==> config.mk <==
export PLATFORM = sky130hd
export DESIGN_NAME = fat_root_dir_lookup_sector_walk_core
export DESIGN_NICKNAME = d
export VERILOG_FILES = /design/src/hdl/frdl_pkg.sv /design/src/hdl/fat_root_dir_lookup_sector_walk_core.sv /design/src/hdl/frdl_step.sv
export SDC_FILE = /design/constraint.sdc
export NUM_CORES = 2
export LEC_CHECK = 0
export BUFFER_PORTS_ARGS = -buffer_cell sky130_fd_sc_hd__buf_2
export CORE_MARGIN = 2
export CORE_UTILIZATION = 49
export CTS_CLUSTER_SIZE = 12
export DETAILED_ROUTE_END_ITERATION = 12
export PLACE_DENSITY = 0.7
export SYNTH_ARGS = -nofsm -noshare
export SYNTH_HDL_FRONTEND = slang
export SYNTH_SLANG_ARGS = --single-unit
==> constraint.sdc <==
create_clock -name clk -period 28.5 [get_ports clk]
set_clock_uncertainty 0.2 [all_clocks]
set_input_delay 0 -clock clk [delete_from_list [all_inputs] [get_ports clk]]
set_output_delay 0 -clock clk [all_outputs]
set_load 0.02 [all_outputs]
==> src/hdl/frdl_pkg.sv <==
// ----------------------------------------------------------------------------
// frdl_pkg
// Shared constants, codes and types of the FAT32 root-directory lookup and
// sector walk core.
// ----------------------------------------------------------------------------
package frdl_pkg;

  localparam int DIR_SECTORS  = 16;
  localparam int SECTOR_BYTES = 512;

  localparam int EPS         = SECTOR_BYTES / 32;   // entries per sector
  localparam int EPS_SHIFT   = $clog2(EPS);
  localparam int DIR_ENTRIES = DIR_SECTORS * EPS;
  localparam int EI_W        = $clog2(DIR_ENTRIES + 1);

  localparam logic [31:0] SECTOR_BYTES_W = 32'(SECTOR_BYTES);
  localparam logic [31:0] CHAIN_END      = 32'h0FFF_FFF8;
  localparam logic [7:0]  NAME_END       = 8'h00;
  localparam logic [7:0]  NAME_DELETED   = 8'hE5;

  localparam int CFG_IDX_W = 3;
  localparam int CFG_W     = 64;

  localparam logic [CFG_IDX_W-1:0] CFG_DATA_START  = 3'd0;
  localparam logic [CFG_IDX_W-1:0] CFG_CLUSTER_SEC = 3'd1;
  localparam logic [CFG_IDX_W-1:0] CFG_ROOT_CLUST  = 3'd2;
  localparam logic [CFG_IDX_W-1:0] CFG_NAME_MAIN   = 3'd3;
  localparam logic [CFG_IDX_W-1:0] CFG_NAME_EXT    = 3'd4;

  localparam logic [1:0] MODE_START = 2'd0;
  localparam logic [1:0] MODE_ENTRY = 2'd1;
  localparam logic [1:0] MODE_DATA  = 2'd2;

  localparam logic [2:0] ST_SEARCHING = 3'd0;
  localparam logic [2:0] ST_FOUND     = 3'd1;
  localparam logic [2:0] ST_NOT_FOUND = 3'd2;
  localparam logic [2:0] ST_DATA      = 3'd3;
  localparam logic [2:0] ST_IGNORED   = 3'd4;

  localparam logic [1:0] PH_IDLE   = 2'd0;
  localparam logic [1:0] PH_SEARCH = 2'd1;
  localparam logic [1:0] PH_WALK   = 2'd2;

  typedef struct packed {
    logic [31:0] data_start_sector;
    logic [7:0]  cluster_sectors;
    logic [27:0] dir_root_clus;
    logic [63:0] wanted_name_main;
    logic [23:0] wanted_name_ext;
  } cfg_t;

  typedef struct packed {
    logic [1:0]  mode;
    logic [63:0] entry_name_main;
    logic [23:0] entry_name_ext;
    logic [15:0] cluster_high;
    logic [15:0] cluster_low;
    logic [31:0] entry_size;
  } item_t;

  typedef struct packed {
    logic [2:0]  status;
    logic [31:0] sector;
    logic [9:0]  byte_count;
    logic [31:0] start_clus;
    logic [31:0] size_bytes;
    logic        last;
  } result_t;

  typedef struct packed {
    logic [1:0]      phase;
    logic [EI_W-1:0] entry_index;
    logic [31:0]     cur_clus;
    logic [7:0]      sector_in_cluster;
    logic [31:0]     bytes_left;
    logic [31:0]     found_size;
  } walk_state_t;

endpackage

==> src/hdl/fat_root_dir_lookup_sector_walk_core.sv <==
// ----------------------------------------------------------------------------
// fat_root_dir_lookup_sector_walk_core
// FAT32 root-directory name lookup and contiguous-file data sector walker.
// ----------------------------------------------------------------------------
// Takes one item per cycle while in_stall is low and returns one result per
// item. An accepted item waits in the input register while combinational
// logic (an 8.3 name compare and a single cluster-times-sectors multiply
// with a three-term add) forms its result; the result is then loaded into
// the result register, which drives out_valid. The result register does not
// block the next item while it waits to be taken; a stall reaches the input
// only when both stages hold. Mode 0 starts a search, mode 1 feeds one
// directory entry, mode 2 asks for the next data sector. Configuration must
// be written only while no item is in flight.
module fat_root_dir_lookup_sector_walk_core (
  input  logic                           clk,
  input  logic                           rst_n,
  input  logic                           cfg_we,
  input  logic [frdl_pkg::CFG_IDX_W-1:0] cfg_index,
  input  logic [frdl_pkg::CFG_W-1:0]     cfg_wdata,
  input  logic                           in_valid,
  output logic                           in_stall,
  input  logic [1:0]                     in_mode,
  input  logic [63:0]                    in_entry_name_main,
  input  logic [23:0]                    in_entry_name_ext,
  input  logic [15:0]                    in_cluster_high,
  input  logic [15:0]                    in_cluster_low,
  input  logic [31:0]                    in_entry_size,
  output logic                           out_valid,
  input  logic                           out_stall,
  output logic [2:0]                     out_status,
  output logic [31:0]                    out_sector,
  output logic [9:0]                     out_byte_count,
  output logic [31:0]                    out_start_clus,
  output logic [31:0]                    out_size_bytes,
  output logic                           out_last
);

  frdl_pkg::cfg_t        cfg_r;
  frdl_pkg::walk_state_t st_r;
  frdl_pkg::walk_state_t st_nxt;
  frdl_pkg::item_t       s1_item_r;
  logic                  s1_valid_r;
  frdl_pkg::result_t     res_nxt;
  frdl_pkg::result_t     out_res_r;
  logic                  out_valid_r;
  logic                  out_free;
  logic                  s1_fire;
  logic                  in_fire;

  assign out_free = !out_valid_r || !out_stall;
  assign s1_fire  = s1_valid_r && out_free;
  assign in_stall = s1_valid_r && !out_free;
  assign in_fire  = in_valid && !in_stall;

  always_ff @(posedge clk) begin
    if (!rst_n) begin
      cfg_r.data_start_sector <= 32'd0;
      cfg_r.cluster_sectors   <= 8'd1;
      cfg_r.dir_root_clus     <= 28'd2;
      cfg_r.wanted_name_main  <= 64'd0;
      cfg_r.wanted_name_ext   <= 24'd0;
    end else if (cfg_we) begin
      case (cfg_index)
        frdl_pkg::CFG_DATA_START:  cfg_r.data_start_sector <= cfg_wdata[31:0];
        frdl_pkg::CFG_CLUSTER_SEC: cfg_r.cluster_sectors   <= cfg_wdata[7:0];
        frdl_pkg::CFG_ROOT_CLUST:  cfg_r.dir_root_clus     <= cfg_wdata[27:0];
        frdl_pkg::CFG_NAME_MAIN:   cfg_r.wanted_name_main  <= cfg_wdata;
        frdl_pkg::CFG_NAME_EXT:    cfg_r.wanted_name_ext   <= cfg_wdata[23:0];
        default: begin
        end
      endcase
    end
  end

  always_ff @(posedge clk) begin
    if (!rst_n) begin
      s1_valid_r  <= 1'b0;
      out_valid_r <= 1'b0;
      st_r        <= '0;
    end else begin
      if (in_fire) begin
        s1_valid_r <= 1'b1;
      end else if (s1_fire) begin
        s1_valid_r <= 1'b0;
      end
      if (s1_fire) begin
        out_valid_r <= 1'b1;
        st_r        <= st_nxt;
      end else if (out_free) begin
        out_valid_r <= 1'b0;
      end
    end
  end

  always_ff @(posedge clk) begin
    if (in_fire) begin
      s1_item_r.mode            <= in_mode;
      s1_item_r.entry_name_main <= in_entry_name_main;
      s1_item_r.entry_name_ext  <= in_entry_name_ext;
      s1_item_r.cluster_high    <= in_cluster_high;
      s1_item_r.cluster_low     <= in_cluster_low;
      s1_item_r.entry_size      <= in_entry_size;
    end
    if (s1_fire) begin
      out_res_r <= res_nxt;
    end
  end

  frdl_step u_step (
    .cfg    (cfg_r),
    .item   (s1_item_r),
    .st     (st_r),
    .st_nxt (st_nxt),
    .res    (res_nxt)
  );

  assign out_valid      = out_valid_r;
  assign out_status     = out_res_r.status;
  assign out_sector     = out_res_r.sector;
  assign out_byte_count = out_res_r.byte_count;
  assign out_start_clus = out_res_r.start_clus;
  assign out_size_bytes = out_res_r.size_bytes;
  assign out_last       = out_res_r.last;

endmodule

==> src/hdl/frdl_step.sv <==
// ----------------------------------------------------------------------------
// frdl_step
// Next-state and result logic for one item: directory entry check, name
// compare, and cluster-to-sector address calculation on one shared multiply.
// ----------------------------------------------------------------------------
module frdl_step (
  input  frdl_pkg::cfg_t        cfg,
  input  frdl_pkg::item_t       item,
  input  frdl_pkg::walk_state_t st,
  output frdl_pkg::walk_state_t st_nxt,
  output frdl_pkg::result_t     res
);

  logic                      is_data;
  logic [7:0]                spc;
  logic [frdl_pkg::EI_W-1:0] ei_inc;
  logic [frdl_pkg::EI_W-1:0] ei_sel;
  logic [31:0]               mul_cl;
  logic [31:0]               cl_m2;
  logic [39:0]               prod;
  logic [31:0]               offset;
  logic [31:0]               sector_calc;
  logic [31:0]               fc;
  logic                      name_hit;
  logic [31:0]               count;
  logic [31:0]               bl_nxt;
  logic [8:0]                sic_inc;
  logic [31:0]               cl_nxt;

  assign is_data = (item.mode == frdl_pkg::MODE_DATA);
  assign spc     = (cfg.cluster_sectors == 8'd0) ? 8'd1 : cfg.cluster_sectors;
  assign ei_inc  = st.entry_index + 1'b1;
  assign ei_sel  = (item.mode == frdl_pkg::MODE_START) ? '0 : ei_inc;

  // shared: base = data_start + (cluster - 2) * spc, plus an offset
  assign mul_cl = is_data ? st.cur_clus : {4'd0, cfg.dir_root_clus};
  assign cl_m2  = mul_cl - 32'd2;
  assign prod   = cl_m2 * spc;
  assign offset = is_data ? {24'd0, st.sector_in_cluster}
                          : ({{(32-frdl_pkg::EI_W){1'b0}}, ei_sel} >> frdl_pkg::EPS_SHIFT);
  assign sector_calc = cfg.data_start_sector + prod[31:0] + offset;

  assign fc       = {item.cluster_high, item.cluster_low};
  assign name_hit = (item.entry_name_main[7:0] != frdl_pkg::NAME_DELETED) &&
                    (item.entry_name_main == cfg.wanted_name_main) &&
                    (item.entry_name_ext == cfg.wanted_name_ext);

  assign count   = (st.bytes_left > frdl_pkg::SECTOR_BYTES_W) ? frdl_pkg::SECTOR_BYTES_W
                                                              : st.bytes_left;
  assign bl_nxt  = st.bytes_left - count;
  assign sic_inc = {1'b0, st.sector_in_cluster} + 9'd1;
  assign cl_nxt  = (sic_inc >= {1'b0, spc}) ? st.cur_clus + 32'd1
                                            : st.cur_clus;

  always_comb begin
    st_nxt = st;
    res    = '0;
    res.status = frdl_pkg::ST_IGNORED;
    case (item.mode)
      frdl_pkg::MODE_START: begin
        st_nxt.phase       = frdl_pkg::PH_SEARCH;
        st_nxt.entry_index = '0;
        res.status         = frdl_pkg::ST_SEARCHING;
        res.sector         = sector_calc;
      end
      frdl_pkg::MODE_ENTRY: begin
        if (st.phase == frdl_pkg::PH_SEARCH) begin
          if (item.entry_name_main[7:0] == frdl_pkg::NAME_END) begin
            res.status   = frdl_pkg::ST_NOT_FOUND;
            st_nxt.phase = frdl_pkg::PH_IDLE;
          end else if (name_hit) begin
            res.status               = frdl_pkg::ST_FOUND;
            res.start_clus           = fc;
            res.size_bytes           = item.entry_size;
            st_nxt.found_size        = item.entry_size;
            st_nxt.cur_clus          = fc;
            st_nxt.sector_in_cluster = 8'd0;
            st_nxt.bytes_left        = item.entry_size;
            st_nxt.phase = (item.entry_size != 32'd0 && fc < frdl_pkg::CHAIN_END) ?
                           frdl_pkg::PH_WALK : frdl_pkg::PH_IDLE;
          end else begin
            st_nxt.entry_index = ei_inc;
            if (ei_inc >= frdl_pkg::EI_W'(frdl_pkg::DIR_ENTRIES)) begin
              res.status   = frdl_pkg::ST_NOT_FOUND;
              st_nxt.phase = frdl_pkg::PH_IDLE;
            end else begin
              res.status = frdl_pkg::ST_SEARCHING;
              res.sector = sector_calc;
            end
          end
        end
      end
      frdl_pkg::MODE_DATA: begin
        if (st.phase == frdl_pkg::PH_WALK) begin
          res.status               = frdl_pkg::ST_DATA;
          res.sector               = sector_calc;
          res.byte_count           = count[9:0];
          res.size_bytes           = st.found_size;
          st_nxt.bytes_left        = bl_nxt;
          st_nxt.sector_in_cluster = (sic_inc >= {1'b0, spc}) ? 8'd0 : sic_inc[7:0];
          st_nxt.cur_clus          = cl_nxt;
          if (bl_nxt == 32'd0 || cl_nxt >= frdl_pkg::CHAIN_END) begin
            res.last     = 1'b1;
            st_nxt.phase = frdl_pkg::PH_IDLE;
          end
        end
      end
      default: begin
        res.status = frdl_pkg::ST_IGNORED;
      end
    endcase
  end

endmodule

==> impl_metrics.csv <==
group,metric,value,unit
clock_network,postCtsSetupRepairBufs,0,
placed_design,count_of_input_and_output_buffers,337,
clock_network,cts_tree,"built",
die,num_io_pins,338,
die,die-area,0.06697,mm^2
routing,num_vias,27380,
clock_network,cts.sink_count,537,
routing,detailedRoute.firstPassIterationCount,6,
sta,finalCritPeriodShare,34.92,%
global_route,grt-ovfl-total,0,
outcome,status,"finished clean",
synthesis,synth_fa_ha_area_share,15.44,%
routing,drt.antenna.violating_nets,0,
clock_network,clk-insertion-delay-late,0.64,ns
synthesis,synth_flop_cell,"sky130_fd_sc_hd__dfxtp_1",
clock_network,cts-resized-gates,0,
placed_design,dp_worst_setup_slack,18.58,ns
sta,tightest_slew,1.167,ns
synthesis,netlist-cell-type-count,78,
final_layout,mostFrequentLayoutCells,"sky130_fd_sc_hd__nand2_1, sky130_fd_sc_hd__dlygate4sd3_1, sky130_fd_sc_hd__buf_2",
routing,drt_first_iter_violations,2427,
synthesis,mappedNetlistArea,0.03181,mm^2
synthesis,synth.avg_cell_area,9.796,um^2
sta,final.setup.worst_slack,18.55,ns
placed_design,dp.cells,4303,
synthesis,synthMuxAreaShare,0.7631,%
sta,worst_slew_margin_rel,22.17,%
clock_network,cts_buffer_depth,3,
setup_path,critPathKind,"reg2reg",
die,rows,93,
clock_network,cts_inserted_buffers,58,
clock_network,clk_pin_slew,0.07,ns
global_route,grt_use_total,30.25,%
final_layout,syn2layout_area_growth,27.07,%
setup_path,timing.critical_path.fanout_max,88,
final_layout,nets,4439,
synthesis,synth_top_family_by_area,"simple AND/OR/NAND/NOR gates",
final_layout,final_instance_area,0.04042,mm^2
hold_path,hp-class,"in2reg",
setup_path,critPathMostFrequentCell,"sky130_fd_sc_hd__fa_1",
job,max_cap_violations,0,
sta,timing.final.crit_period,9.953,ns
final_layout,final_cell_count_no_fill,4847,
final_layout,multi_input_area,0.01712,mm^2
sta,timing.hold.ws,0.01885,ns
setup_path,worst-endpoint-arrival,10.12,ns
sta,final_max_slew_viol_count,0,
synthesis,yosysTopAreaCell,"sky130_fd_sc_hd__edfxtp_1",
routing,drc,0,
power_and_ir_drop,vdd.ir_drop.worst,0.04874,mV
setup_path,slowest_delay,0.84,ns
die,fp.coreArea,0.06435,mm^2
die,die_w,258.8,um
sta,achievable-frequency,0.1005,GHz
placed_design,detailed_place.area,0.03425,mm^2
placed_design,hpwlAfterDp,64.05,mm
routing,route.detailed.vias_per_inst,5.648,
synthesis,postSynthRegisterBits,537,
global_route,first_global_vias,27250,
synthesis,ys_async_sr_fraction,0,%
routing,wl_per_cell,21.20,um
setup_path,cp-start-kind,"register",
routing,totalWireLength,102.8,mm
clock_network,cts-hold-fix-buffers,427,
synthesis,synth-compound-area-share,12.03,%
global_route,antenna_found_initial,5,
synthesis,yosysWarnings,0,
setup_path,critical_path.slowest_cell,"sky130_fd_sc_hd__buf_4",
synthesis,synth_sequential_area_ratio,42.11,%
synthesis,synth.top_cells.by_area,"sky130_fd_sc_hd__edfxtp_1, sky130_fd_sc_hd__dfxtp_1, sky130_fd_sc_hd__fa_1, sky130_fd_sc_hd__nand2_1, sky130_fd_sc_hd__a21boi_0",
sta,report.final.setup_viol,0,
die,initial_core_util,49.43,%
synthesis,synth_top_area_share,24.92,%
clock_network,htree_levels,2,
final_layout,sequential_cell_area,0.01339,mm^2
power_and_ir_drop,static-leakage-power,15.97,nW
final_layout,fraction_of_final_layout_cells_with_drive_strength_greater_than_1,12.30,%
setup_path,worstSetupEndpointType,"register",
clock_network,cts_root_buffer,"sky130_fd_sc_hd__clkbuf_16",
power_and_ir_drop,powerDensity,45.96,mW/mm^2
synthesis,synth_enable_flop_cells,264,
placed_design,gp_congestion,0.8897,
synthesis,synth_simple_gate_area_share,19.72,%
die,die-height,258.8,um
setup_path,critPathRequiredTime,28.67,ns
final_layout,mostFrequentLayoutCell,"sky130_fd_sc_hd__nand2_1",
synthesis,postSynthNetCount,3751,
sta,rsz0062_at_grt,"false",
final_layout,fill_cells,5005,
sta,report.final.hold_viol_count,0,
global_route,grt_start_max_net_pins,109,
synthesis,synth_cells,3247,
synthesis,yosys.area_share.xor_xnor,5.657,%
global_route,wire_length_of_the_first_global_routing_pass,157.7,mm
sta,setup_total_negative_slack,0,ns
## area by class of cell
class	count	area share, %
multi-input cells	2349	42.35
well taps	855	2.647
inverters	190	1.771
clock inverters	20	0.5448
diodes	7	0.04334
repair buffers	799	15.41
clock buffers	90	4.099
flip-flops and latches	537	33.14
## routing by layer
metal / wire, um / up-vias / global-route usage, %
met2: 48100 / 1348 / 49.26
met4: 5056 / 0 / 13.82
met5: 0 / - / 0
li1: - / 12440 / -
met1: 40860 / 13280 / 38.99
met3: 8736 / 312 / 6.054
## sequential cells by signal (all words and copies together) (netlist names)
name	flops
out_byte_count	10
cfg_r	156
st_r	115
out_start_clus	32
out_size_bytes	32
s1_valid_r	1
out_status	3
out_valid	1
s1_item_r	154
out_last	1
out_sector	32
## worst max-delay path: cells and delay by family, from the launching register on
kind	cells	cell delay [ns]
adder cells (fa/ha/maj)	8	3.63
AO/OA/AOI/OAI	10	3.38
buffers and inverters	5	1.13
flip-flops	1	0.43
AND/OR/NAND/NOR	3	0.36
multiplexers	1	0.28
XOR/XNOR	2	0.22
## Yosys cell counts, types with 62 or more instances
library cell                 n
sky130_fd_sc_hd__a21boi_0  193
sky130_fd_sc_hd__a21oi_1    73
sky130_fd_sc_hd__and2_1    173
sky130_fd_sc_hd__clkbuf_1  161
sky130_fd_sc_hd__dfxtp_1   273
sky130_fd_sc_hd__edfxtp_1  264
sky130_fd_sc_hd__fa_1      191
sky130_fd_sc_hd__ha_1       87
sky130_fd_sc_hd__inv_1     189
sky130_fd_sc_hd__nand2_1   564
sky130_fd_sc_hd__nor2_1    182
sky130_fd_sc_hd__nor2b_1    67
sky130_fd_sc_hd__nor3_1     62
sky130_fd_sc_hd__o21ai_0    73
sky130_fd_sc_hd__xnor2_1   147
## worst paths after layout
check | start | end | slack (ns) | cells after the start
min | cfg_wdata[30] | cfg_r[54]$_SDFFE_PN0P_ | 0.02 | 4
min reg2reg | st_r[16]$_SDFFE_PN0P_ | st_r[16]$_SDFFE_PN0P_ | 0.26 | 2
max | s1_item_r[152]$_DFFE_PP_ | out_sector[28]$_DFFE_PP_ | 18.55 | 29
max reg2reg | s1_item_r[152]$_DFFE_PP_ | out_sector[28]$_DFFE_PP_ | 18.55 | 29
## report_power, final
| part | leakage [nW] | internal [mW] | switching (mW) | total, mW |
|---|---|---|---|---|
| Combinational | 10.3 | 0.107 | 0.132 | 0.239 |
| Clock | 0.910 | 0.428 | 0.331 | 0.760 |
| Sequential | 4.71 | 0.838 | 0.0211 | 0.859 |
| Total | 16.0 | 1.37 | 0.485 | 1.86 |
## kinds of logic (layout without fill, tap and decap cells)
| family | count (synthesis) | in the layout |
|---|---|---|
| AND/OR/NAND/NOR | 1307 | 1307 |
| XOR/XNOR | 198 | 198 |
| flip-flops | 537 | 537 |
| other | 1 | 8 |
| buffers and inverters | 361 | 1099 |
| multiplexers | 24 | 24 |
| adder cells (fa/ha/maj) | 278 | 278 |
| AO/OA/AOI/OAI | 541 | 541 |
## through the flow
stage,utilization [%],total power [mW]
global placement,53.22,1.058
finish,62.81,1.858
detailed placement,53.22,1.060
CTS,62.78,1.846
global route,62.80,1.914
floorplan,-,0.9876
(Power assumes the default switching activity.)
